===== config.mk =====
export PLATFORM = sky130hd
export DESIGN_NAME = lpm_cell
export DESIGN_NICKNAME = d
export VERILOG_FILES = /design/src/design/longest_prefix_match_table_defines.svh /design/src/design/lpm_pkg.sv /design/src/design/lpm_cell.sv
export SDC_FILE = /design/constraint.sdc
export NUM_CORES = 1
export LEC_CHECK = 0
export BUFFER_PORTS_ARGS = -buffer_cell sky130_fd_sc_hd__buf_2
export CAP_MARGIN = 10
export CORE_ASPECT_RATIO = 1.4
export CORE_MARGIN = 2
export CORE_UTILIZATION = 43
export DETAILED_ROUTE_END_ITERATION = 12
export GPL_TIMING_DRIVEN = 0
export PLACE_DENSITY = 0.87
export SYNTH_ARGS = -nofsm -noshare
export SYNTH_HDL_FRONTEND = slang
export SYNTH_SLANG_ARGS = --single-unit
export TNS_END_PERCENT = 50

===== constraint.sdc =====
create_clock -name clk_i -period 2.25 [get_ports clk_i]
set_input_delay 0.1125 -clock clk_i [delete_from_list [all_inputs] [get_ports clk_i]]
set_output_delay 0.1125 -clock clk_i [all_outputs]
set_load 0.05 [all_outputs]

===== src/design/longest_prefix_match_table_defines.svh =====
// assertion macros for the route table
`ifndef LONGEST_PREFIX_MATCH_TABLE_DEFINES_SVH
`define LONGEST_PREFIX_MATCH_TABLE_DEFINES_SVH

`ifndef SYNTHESIS

// property that holds on every clock edge out of reset
`define LPM_ASSERT(label, clk, rst_n, prop) \
  label: assert property (@(posedge clk) disable iff (!rst_n) (prop)) \
    else $error("route table check failed");

// antecedent implies consequent on the next edge
`define LPM_ASSERT_NEXT(label, clk, rst_n, ante, cons) \
  label: assert property (@(posedge clk) disable iff (!rst_n) (ante) |=> (cons)) \
    else $error("route table sequencing check failed");

`else

`define LPM_ASSERT(label, clk, rst_n, prop)
`define LPM_ASSERT_NEXT(label, clk, rst_n, ante, cons)

`endif

`endif


===== src/design/lpm_pkg.sv =====
package lpm_pkg;

  localparam int unsigned AddrW    = 32;
  localparam int unsigned RouteW   = 16;
  localparam int unsigned LenW     = 6;
  localparam int unsigned InDataW  = 80;
  localparam int unsigned OutDataW = 24;

  // request kinds carried in tuser
  localparam logic REQ_INSERT = 1'b0;
  localparam logic REQ_LOOKUP = 1'b1;

  typedef enum logic [1:0] {
    ST_IDLE,
    ST_SWEEP,
    ST_FINISH
  } lpm_state_e;

  // best-so-far record handed from cell to cell
  typedef struct packed {
    logic              found;
    logic [LenW-1:0]   len;
    logic [RouteW-1:0] route;
    logic              dup_hit;
    logic              free_hit;
  } lpm_acc_t;

  // table write broadcast to every cell
  typedef struct packed {
    logic              en;
    logic [AddrW-1:0]  prefix;
    logic [AddrW-1:0]  netmask;
    logic [LenW-1:0]   plen;
    logic [RouteW-1:0] route;
  } lpm_wr_t;

  // result word, lowest bit is found
  typedef struct packed {
    logic              table_full;
    logic [LenW-1:0]   matched_length;
    logic [RouteW-1:0] matched_route;
    logic              found;
  } lpm_res_t;

  // prefix length of a contiguous netmask, zero when it can never match
  function automatic logic [LenW-1:0] mask_len(input logic [AddrW-1:0] m);
    logic [AddrW-1:0] inv;
    logic             contig;
    inv    = ~m;
    contig = ((inv & (inv + AddrW'(1))) == '0) && (m != '0);
    return contig ? LenW'($countones(m)) : '0;
  endfunction

endpackage


===== src/design/lpm_cell.sv =====
module lpm_cell
  import lpm_pkg::*;
#(
  parameter int unsigned IdxW    = 6,
  parameter int unsigned CellIdx = 0
) (
  input  logic              clk_i,
  input  logic              rst_ni,
  input  lpm_wr_t           wr_i,
  input  logic [IdxW-1:0]   wr_idx_i,
  input  logic [AddrW-1:0]  addr_i,
  input  lpm_acc_t          acc_i,
  input  logic [IdxW-1:0]   dup_idx_i,
  input  logic [IdxW-1:0]   free_idx_i,
  output lpm_acc_t          acc_o,
  output logic [IdxW-1:0]   dup_idx_o,
  output logic [IdxW-1:0]   free_idx_o
);

  logic              valid_q;
  logic [AddrW-1:0]  prefix_q;
  logic [AddrW-1:0]  netmask_q;
  logic [LenW-1:0]   plen_q;
  logic [RouteW-1:0] route_q;

  lpm_acc_t          acc_d, acc_q;
  logic [IdxW-1:0]   dup_idx_d, dup_idx_q;
  logic [IdxW-1:0]   free_idx_d, free_idx_q;

  logic              sel;
  logic              dup_match;
  logic              lpm_match;

  assign sel = wr_i.en && (wr_idx_i == IdxW'(CellIdx));

  // entry occupancy
  always_ff @(posedge clk_i or negedge rst_ni) begin
    if (!rst_ni) begin
      valid_q <= 1'b0;
    end else if (sel) begin
      valid_q <= 1'b1;
    end
  end

  // entry contents
  always_ff @(posedge clk_i) begin
    if (sel) begin
      prefix_q  <= wr_i.prefix;
      netmask_q <= wr_i.netmask;
      plen_q    <= wr_i.plen;
      route_q   <= wr_i.route;
    end
  end

  // compare this entry against the request
  assign dup_match = valid_q && (prefix_q == addr_i);
  assign lpm_match = valid_q && (plen_q != '0) && (prefix_q == (addr_i & netmask_q))
                     && (plen_q > acc_i.len);

  // fold this entry into the running record
  always_comb begin
    acc_d      = acc_i;
    dup_idx_d  = dup_idx_i;
    free_idx_d = free_idx_i;
    if (lpm_match) begin
      acc_d.found = 1'b1;
      acc_d.len   = plen_q;
      acc_d.route = route_q;
    end
    if (dup_match) begin
      acc_d.dup_hit = 1'b1;
      dup_idx_d     = IdxW'(CellIdx);
    end
    if (!valid_q && !acc_i.free_hit) begin
      acc_d.free_hit = 1'b1;
      free_idx_d     = IdxW'(CellIdx);
    end
  end

  // hand the record on to the next cell
  always_ff @(posedge clk_i) begin
    acc_q      <= acc_d;
    dup_idx_q  <= dup_idx_d;
    free_idx_q <= free_idx_d;
  end

  assign acc_o      = acc_q;
  assign dup_idx_o  = dup_idx_q;
  assign free_idx_o = free_idx_q;

endmodule


==> After elaboration in Yosys (flattened, before gate mapping) <==
Cells that the tools add are included.
{ "op_classes": {"eq_ne": 2, "n_mux": 1, "bitwise": 1, "n_reduce_logical": 10, "n_lt_le_gt_ge": 1} }
{ "op_table": {"columns": ["op", "n"], "rows": [
  ["32-bit == test", 2],
  ["32-bit bitwise AND", 1],
  ["22-bit two-way mux", 1],
  ["6-bit > comparator", 1],
  ["1-bit logical AND", 6],
  ["6-bit logical NOT", 1],
  ["6-bit nonzero test", 1],
  ["1-bit logical NOT", 2]
]} }
{ "totals": {"reg_bits": 124, "wordCells": 27} }

==> Depth between registers and ports, before layout <==
Gate-level depths: netlist of the first run.
{ "logic_depth": {"word_depth": 5, "ltp_mapped": 9} }

==> Worst setup path before layout of the first run <==
Ideal clock, no wire load.
{ "synth_timing": {"path_type": "input-to-reg", "startpoint": "in wr_idx_i[2]", "endpoint": "reg valid_q", "setup_slack_ps": -7608, "path_stages": 3, "arrival_ps": 9740, "t_required_ps": 2132, "cell_sequence": "or4b_2 > nor4_1 > or2_2"} }
{ "synth_via": {"elab_chain_len": 2} }
{ "synth_rtl": {"columns": ["element", "line", "rtl"], "rows": [
  ["start: declaration", "lpm_cell.sv:10", "input logic [IdxW-1:0] wr_idx_i,"],
  ["6-bit logical NOT", "lpm_cell.sv:34", "assign sel = wr_i.en && (wr_idx_i == IdxW'(CellIdx));"],
  ["1-bit logical AND", "lpm_cell.sv:34", null],
  ["net sel", "lpm_cell.sv:30", "logic sel;"],
  ["end signal: assignment", "lpm_cell.sv:39", "valid_q <= 1'b0;"],
  ["end signal: assignment", "lpm_cell.sv:41", "valid_q <= 1'b1;"],
  ["end: declaration", "lpm_cell.sv:20", "logic valid_q;"]
]} }
The timed path passes the listed nets, and every way through them passes these cells.
A chain may end at the register's enable or synchronous reset.

==> reports/qor.txt, run 1 <==
critical path arrival: 2680 ps
largest net degree at the start of global routing: 19
number of buffers and inverters on the critical path: 2
DR iter-0 viols: 239
PwrDens: 710.7 mW/mm^2
filler cell count: 630
largest family of logic cells by synthesized area: simple AND/OR/NAND/NOR gates
Worst-Skew Late Latency: 400 ps
Total GRT Usage: 26.94%
die area: 0.01208 sq mm
Synth Cell Area: 0.004818 sq mm
CTS tree: built
Synth cell types: 37
WS Path Type: flip-flop to flip-flop
mux contribution to synthesized area: 5.142%
final setup fails: 22
adder-cell area share of the yosys netlist: 1.558%
ANT nets after route: 0
Seq pwr share: 43.4%
CP max stage cell: edfxtp_1
CTS max path bufs: 2
Reg area: 0.003348 sq mm
share of cells above drive strength 1: 39.38%
Max Slew Vio Count: 0
Starting Density: 44.34%
RSZ-0062 raised after global routing: yes
register area share after synthesis: 69.49%
pre-CTS setup slack: -498.3 ps
FF-to-FF path depth: 9
synthesized flop and latch total: 124
status: finished with violations
Top delay family on crit path: simple AND/OR/NAND/NOR gates
top post-synthesis cells by area: edfxtp_1, dfxtp_1, mux2_1
GRT overflow: 0
multi-input logic area: 0.001468 sq mm
Post-Synth XOR/XNOR Area: 2.363%
Site Rows: 45
H-Tree Level Count: 4
Post-synth EDFFs: 86
measured slew at the worst slew-check pin: 1089 ps
ys flop type: edfxtp_1
Die X: 93.47 um
worst-path cell chain: ha_4 -> a21o_1 -> a21oi_2 -> o221ai_2 -> nand4b_1 -> nor4_4 -> buf_6 -> clkbuf_16 -> mux2_4
Setup Skew: 11.56 ps
final wirelength: 16.66 mm
LEAKAGE: 3.452 nW
Via density: 5.081
Net Switching: 1.329 mW
most frequent cell after synthesis: edfxtp_1
first-pass GRT wire length: 23.74 mm
critical path depth: 9
WL/cell: 19.60 um
Slew headroom: 26.85%
Pre-Repair DR Iteration Count: 5
GP Congestion: 0.8812
Synth top cells by count: edfxtp_1, dfxtp_1, inv_1
post-synthesis simple-gate area fraction: 12.80%
critical path peak fanout: 5
YS warnings: 0
via count: 4319
Core Area: 0.01087 sq mm
Inst Count DP: 682
CTS buffer count: 17
Final Hold Fails: 0
syn_nets: 506
final core occ: 74.95%
compound-cell area share of the yosys netlist: 5.843%
switching share of power: 22.96%
fin crit share: 106.5%
final setup margin: -145.3 ps
worst IR drop on VDD: 0.6416 mV
post-detail-place hpwl: 9.824 mm
Clock Power Share: 45.0%
final std cells w/o fill: 850
Area Growth Syn to Fin: 69.02%
failing checks: negative setup slack
clk sink count: 124
CP Capture Type: flip-flop
CTS Root Cell: clkbuf_16
Remaining DRCs: 0
Synth top area share: 53.60%
max-cap violation count: 0
Port Buffers: 200
Period minus WS final: 2395 ps
Max stage delay on crit path: 430 ps
f_max: 0.4175 GHz
Die Y: 129.3 um
Comb pwr share: 11.6%
critical path launch point type: flip-flop
Data required, critical path: 2530 ps
type of the worst min-delay path: primary input to async pin
Synth Area per Inst: 14.34 sq um
CTS clk-pin slew, worst paths: 50 ps
antenna violations before repair: 2
P_int: 4.459 mW
cell taking the most area after synthesis: edfxtp_1
Mapped Cells: 336
Async SR Flop Fraction: 0.8065%
vias in the first global route: 4756
Final nets: 863
IO Count: 201
==> layout by cell type, fill, tap and decap left out, types with 8 or more instances in the layout <==
| cell | synthesis | final |
|---|---|---|
| edfxtp_1 | 86 | 86 |
| nand4_1 | 8 | 8 |
| dlygate4sd3_1 | 0 | 124 |
| clkbuf_16 | 0 | 21 |
| inv_1 | 30 | 30 |
| o22ai_1 | 12 | 12 |
| nor4_1 | 10 | 8 |
| dfxtp_1 | 37 | 37 |
| mux2_4 | 0 | 21 |
| buf_2 | 0 | 200 |
| nor2b_1 | 26 | 26 |
| nand2b_1 | 18 | 18 |
| nand2_1 | 10 | 10 |
==> final cells by class <==
type / count / area share [%]
plain buffers: 2 / 0.4302
inverters: 30 / 1.383
repair buffers: 338 / 29.71
well taps: 141 / 2.166
flip-flops and latches: 124 / 41.11
diodes: 3 / 0.09218
clock inverters: 9 / 0.6914
clock buffers: 23 / 6.391
multi-input cells: 180 / 18.02
==> layer usage <==
metal	wire (um)	GRT usage (%)
met1	5386	24.61
met2	9477	53.07
met3	1021	6.395
met4	777	14.88
met5	0	0
==> logic make-up after synthesis <==
kind of cell,after synthesis
XOR/XNOR,13
buffers and inverters,32
AO/OA/AOI/OAI,39
AND/OR/NAND/NOR,100
flip-flops,124
adder cells (fa/ha/maj),6
multiplexers,22
==> through the flow <==
step	hold slack (ps)	total power, mW	cell area [sq um]	TNS (ps)
2_1_floorplan	-183.1	2.793	4837	-143640
3_3_place_gp	-111.5	3.000	6015	-237690
3_5_place_dp	-110.7	3.016	6075	-19840
4_1_cts	34.89	5.755	7984	-1050
5_1_grt	22.14	5.978	8142	-4484
6_report	32.49	5.788	8144	-2701
==> state kept, by name, indices dropped and copies added (netlist names) <==
name        flops
dup_idx_o       6
plen_q          6
valid_q         1
netmask_q      32
prefix_q       32
acc_o          25
free_idx_o      6
route_q        16
==> power by group through the flow <==
| stage | clock network [mW] | registers (mW) | logic [mW] |
|---|---|---|---|
| after global placement | 0 | 2.56 | 0.443 |
| after floorplan | 0 | 2.70 | 0.0942 |
| final | 2.60 | 2.51 | 0.671 |
| after CTS | 2.61 | 2.51 | 0.633 |
| after global routing | 2.75 | 2.52 | 0.708 |
| after detailed placement | 0 | 2.56 | 0.456 |
==> repair_timing <==
item,CTS,global route
buffers inserted,7,0
gates cloned,0,2
setup endpoints to repair,23,43
pin swaps,3,8
hold endpoints to repair,124,0
gates resized for setup,9,26
hold buffers,124,0
==> path summary, 6_finish.rpt <==
kind	start	endpoint	slack, ps
max	plen_q[3]	acc_o[4]	-150
min	rst_ni	valid_q	30
max reg2reg	plen_q[3]	acc_o[4]	-150
min reg2reg	route_q[15]	acc_o[17]	480
max in group asynchronous	rst_ni	valid_q	2130
min in group clk_i	wr_idx_i[0]	route_q[10]	110
(Power assumes the default switching activity.)
==> run 2: changes to the inputs <==
Settings changed: GPL_TIMING_DRIVEN 0 to unset, SETUP_SLACK_MARGIN set to 0.4.
==> run 2 against run 1 <==
Against the previous run: register-to-register slack gained 40 ps; combinational power grew 1%; cell count grew 0.71%; flip-flop and latch count is the same; the flow still finishes with violations (negative setup slack); non-clock buffer count grew 7; highest routed layer is now met5; via count grew 2.4%; total power grew 2.1%; utilization grew 0.85 points; setup slack gained 40 ps; sequential power is essentially flat; clock power grew 5%.
==> reports/qor.txt, run 2 (synthesis gave the netlist of run 1 again) <==
CTS Root Cell: clkbuf_16 (unchanged)
vias in the first global route: 4860 (was 4756)
Die Y: 129.3 um (unchanged)
LEAKAGE: 3.507 nW (was 3.452 nW)
GP Congestion: 0.9058 (was 0.8812)
critical path peak fanout: 6 (was 5)
die area: 0.01208 sq mm (unchanged)
Placed Instance Area: 0.006125 sq mm (was 0.006075 sq mm)
type of the worst min-delay path: primary input to async pin (unchanged)
measured slew at the worst slew-check pin: 507.2 ps (was 1089 ps)
post-detail-place hpwl: 9.909 mm (was 9.824 mm)
IO Count: 201 (unchanged)
worst-path cell chain: ha_1 -> a21oi_1 -> o221ai_2 -> nand4b_1 -> nor4_4 -> buf_4 -> buf_8 -> mux2_4 (was ha_4 -> a21o_1 -> a21oi_2 -> o221ai_2 -> nand4b_1 -> nor4_4 -> buf_6 -> clkbuf_16 -> mux2_4)
TNS Setup: -1600 ps (was -2701 ps)
PwrDens: 717.5 mW/mm^2 (was 710.7 mW/mm^2)
worst IR drop on VDD: 0.6266 mV (was 0.6416 mV)
RSZ-0062 raised after global routing: yes (unchanged)
Pre-Repair DR Iteration Count: 5 (unchanged)
Port Buffers: 200 (unchanged)
antenna violations before repair: 3 (was 2)
Remaining DRCs: 0 (unchanged)
Setup Skew: 9.721 ps (was 11.56 ps)
Data required, critical path: 2540 ps (was 2530 ps)
Die X: 93.47 um (unchanged)
CTS clk-pin slew, worst paths: 60 ps (was 50 ps)
Worst-Skew Late Latency: 410 ps (was 400 ps)
Area Growth Syn to Fin: 70.94% (was 69.02%)
first-pass GRT wire length: 24.04 mm (was 23.74 mm)
Starting Density: 44.34% (unchanged)
ANT nets after route: 0 (unchanged)
Total GRT Usage: 27.24% (was 26.94%)
largest net degree at the start of global routing: 88 (was 19)
H-Tree Level Count: 4 (unchanged)
Hold Slack: 33.72 ps (was 32.49 ps)
f_max: 0.4246 GHz (was 0.4175 GHz)
Final Hold Fails: 0 (unchanged)
failing checks: negative setup slack (unchanged)
commonest non-fill, non-tap cells in the layout: buf_2, dlygate4sd3_1, edfxtp_1 (unchanged)
Core Area: 0.01087 sq mm (unchanged)
Final nets: 870 (was 863)
Period minus WS final: 2355 ps (was 2395 ps)
status: finished with violations (unchanged)
Max stage delay on crit path: 430 ps (about the same)
share of cells above drive strength 1: 41.23% (was 39.38%)
final wirelength: 16.56 mm (was 16.66 mm)
Via density: 5.166 (was 5.081)
max-cap violation count: 0 (unchanged)
CTS max path bufs: 2 (unchanged)
Site Rows: 45 (unchanged)
CP max stage cell: edfxtp_1 (unchanged)
WL/cell: 19.35 um (was 19.60 um)
fin crit share: 104.7% (was 106.5%)
via count: 4422 (was 4319)
CTS buffer count: 17 (unchanged)
DR iter-0 viols: 229 (was 239)
critical path launch point type: flip-flop (unchanged)
Slew headroom: 66.19% (was 26.85%)
post-route cell area: 0.008237 sq mm (was 0.008144 sq mm)
final setup margin: -105.1 ps (was -145.3 ps)
CTS tree: built (unchanged)
WS Path Type: flip-flop to flip-flop (unchanged)
GRT overflow: 0 (unchanged)
clk sink count: 124 (unchanged)
critical path arrival: 2640 ps (was 2680 ps)
final setup fails: 22 (unchanged)
most common cell after layout, fill and taps aside: buf_2 (unchanged)
CP Capture Type: flip-flop (unchanged)
Max Slew Vio Count: 0 (unchanged)
==> run 2: changes by cell type in the layout (fill, tap and decap cells not counted), moves of 3 or more <==
cell and delta:
and2_4 +6, clkinvlp_4 -4, buf_4 +14, mux2_1 +3
buf_6 -5, clkbuf_1 +4, mux2_4 -3, and2_1 -6
==> run 2: worst paths after layout <==
check / slack, ps / start / cells past startpoint / to
worst min register to register: 470 / route_q[7] / 1 / acc_o[9]
worst min-delay path: 30 / rst_ni / 2 / valid_q
min in group clk_i: 270 / wr_idx_i[3] / 3 / route_q[10]
worst max register to register: -110 / plen_q[1] / 8 / acc_o[16]
max in group asynchronous: 2130 / rst_ni / 2 / valid_q
worst max-delay path: -110 / plen_q[1] / 8 / acc_o[16]
==> run 2: power breakdown <==
| part | internal, mW | switching [mW] | total (mW) |
|---|---|---|---|
| sequential | 2.49 | 0.0226 | 2.52 |
| clock | 1.76 | 0.955 | 2.72 |
| combinational | 0.352 | 0.326 | 0.678 |
| total | 4.61 | 1.30 | 5.91 |
==> run 2: repair_timing <==
item,4_1_cts,5_1_grt
pin swaps,9,18
hold buffers,124,0
resized for setup,26,23
setup endpoints to repair,30,29
gates cloned,2,0
hold endpoints to repair,124,0
setup buffers,4,1
==> run 2: through the flow <==
step / std cells / power [mW] / util [%] / setup slack (ps)
2_1_floorplan: 336 / 2.793 / - / -1651
3_3_place_gp: 691 / 3.006 / 56.36 / -46.82
3_5_place_dp: 691 / 3.022 / 56.36 / -120.5
4_1_cts: 853 / 5.888 / 74.65 / -16.15
5_1_grt: 856 / 6.088 / 75.80 / -230.6
6_report: 856 / 5.910 / 75.80 / -105.1
==> run 2: layout make-up <==
class,instances,area [sq um]
Timing Repair Buffer,347,2454
Inverter,30,112.6
Sequential cell,124,3348
Multi-Input combinational cell,180,1539
Clock inverter,3,16.27
Clock buffer,29,585.6
Antenna cell,2,5.005
Tap cell,141,176.4
Fill cell,604,2630
==> run 2: worst max-delay path: cells and delay by family, from the launching register on <==
| kind | cells | cell delay, ps |
|---|---|---|
| AND/OR/NAND/NOR | 2 | 520 |
| multiplexers | 1 | 310 |
| buffers and inverters | 2 | 340 |
| adder cells (fa/ha/maj) | 1 | 340 |
| AO/OA/AOI/OAI | 2 | 290 |
| flip-flops | 1 | 430 |
==> run 2: layer usage <==
layer	track usage, %	wire length (um)
met5	0	10
met4	18.43	977
met3	5.814	1006
met2	51.59	9184
met1	25.72	5381
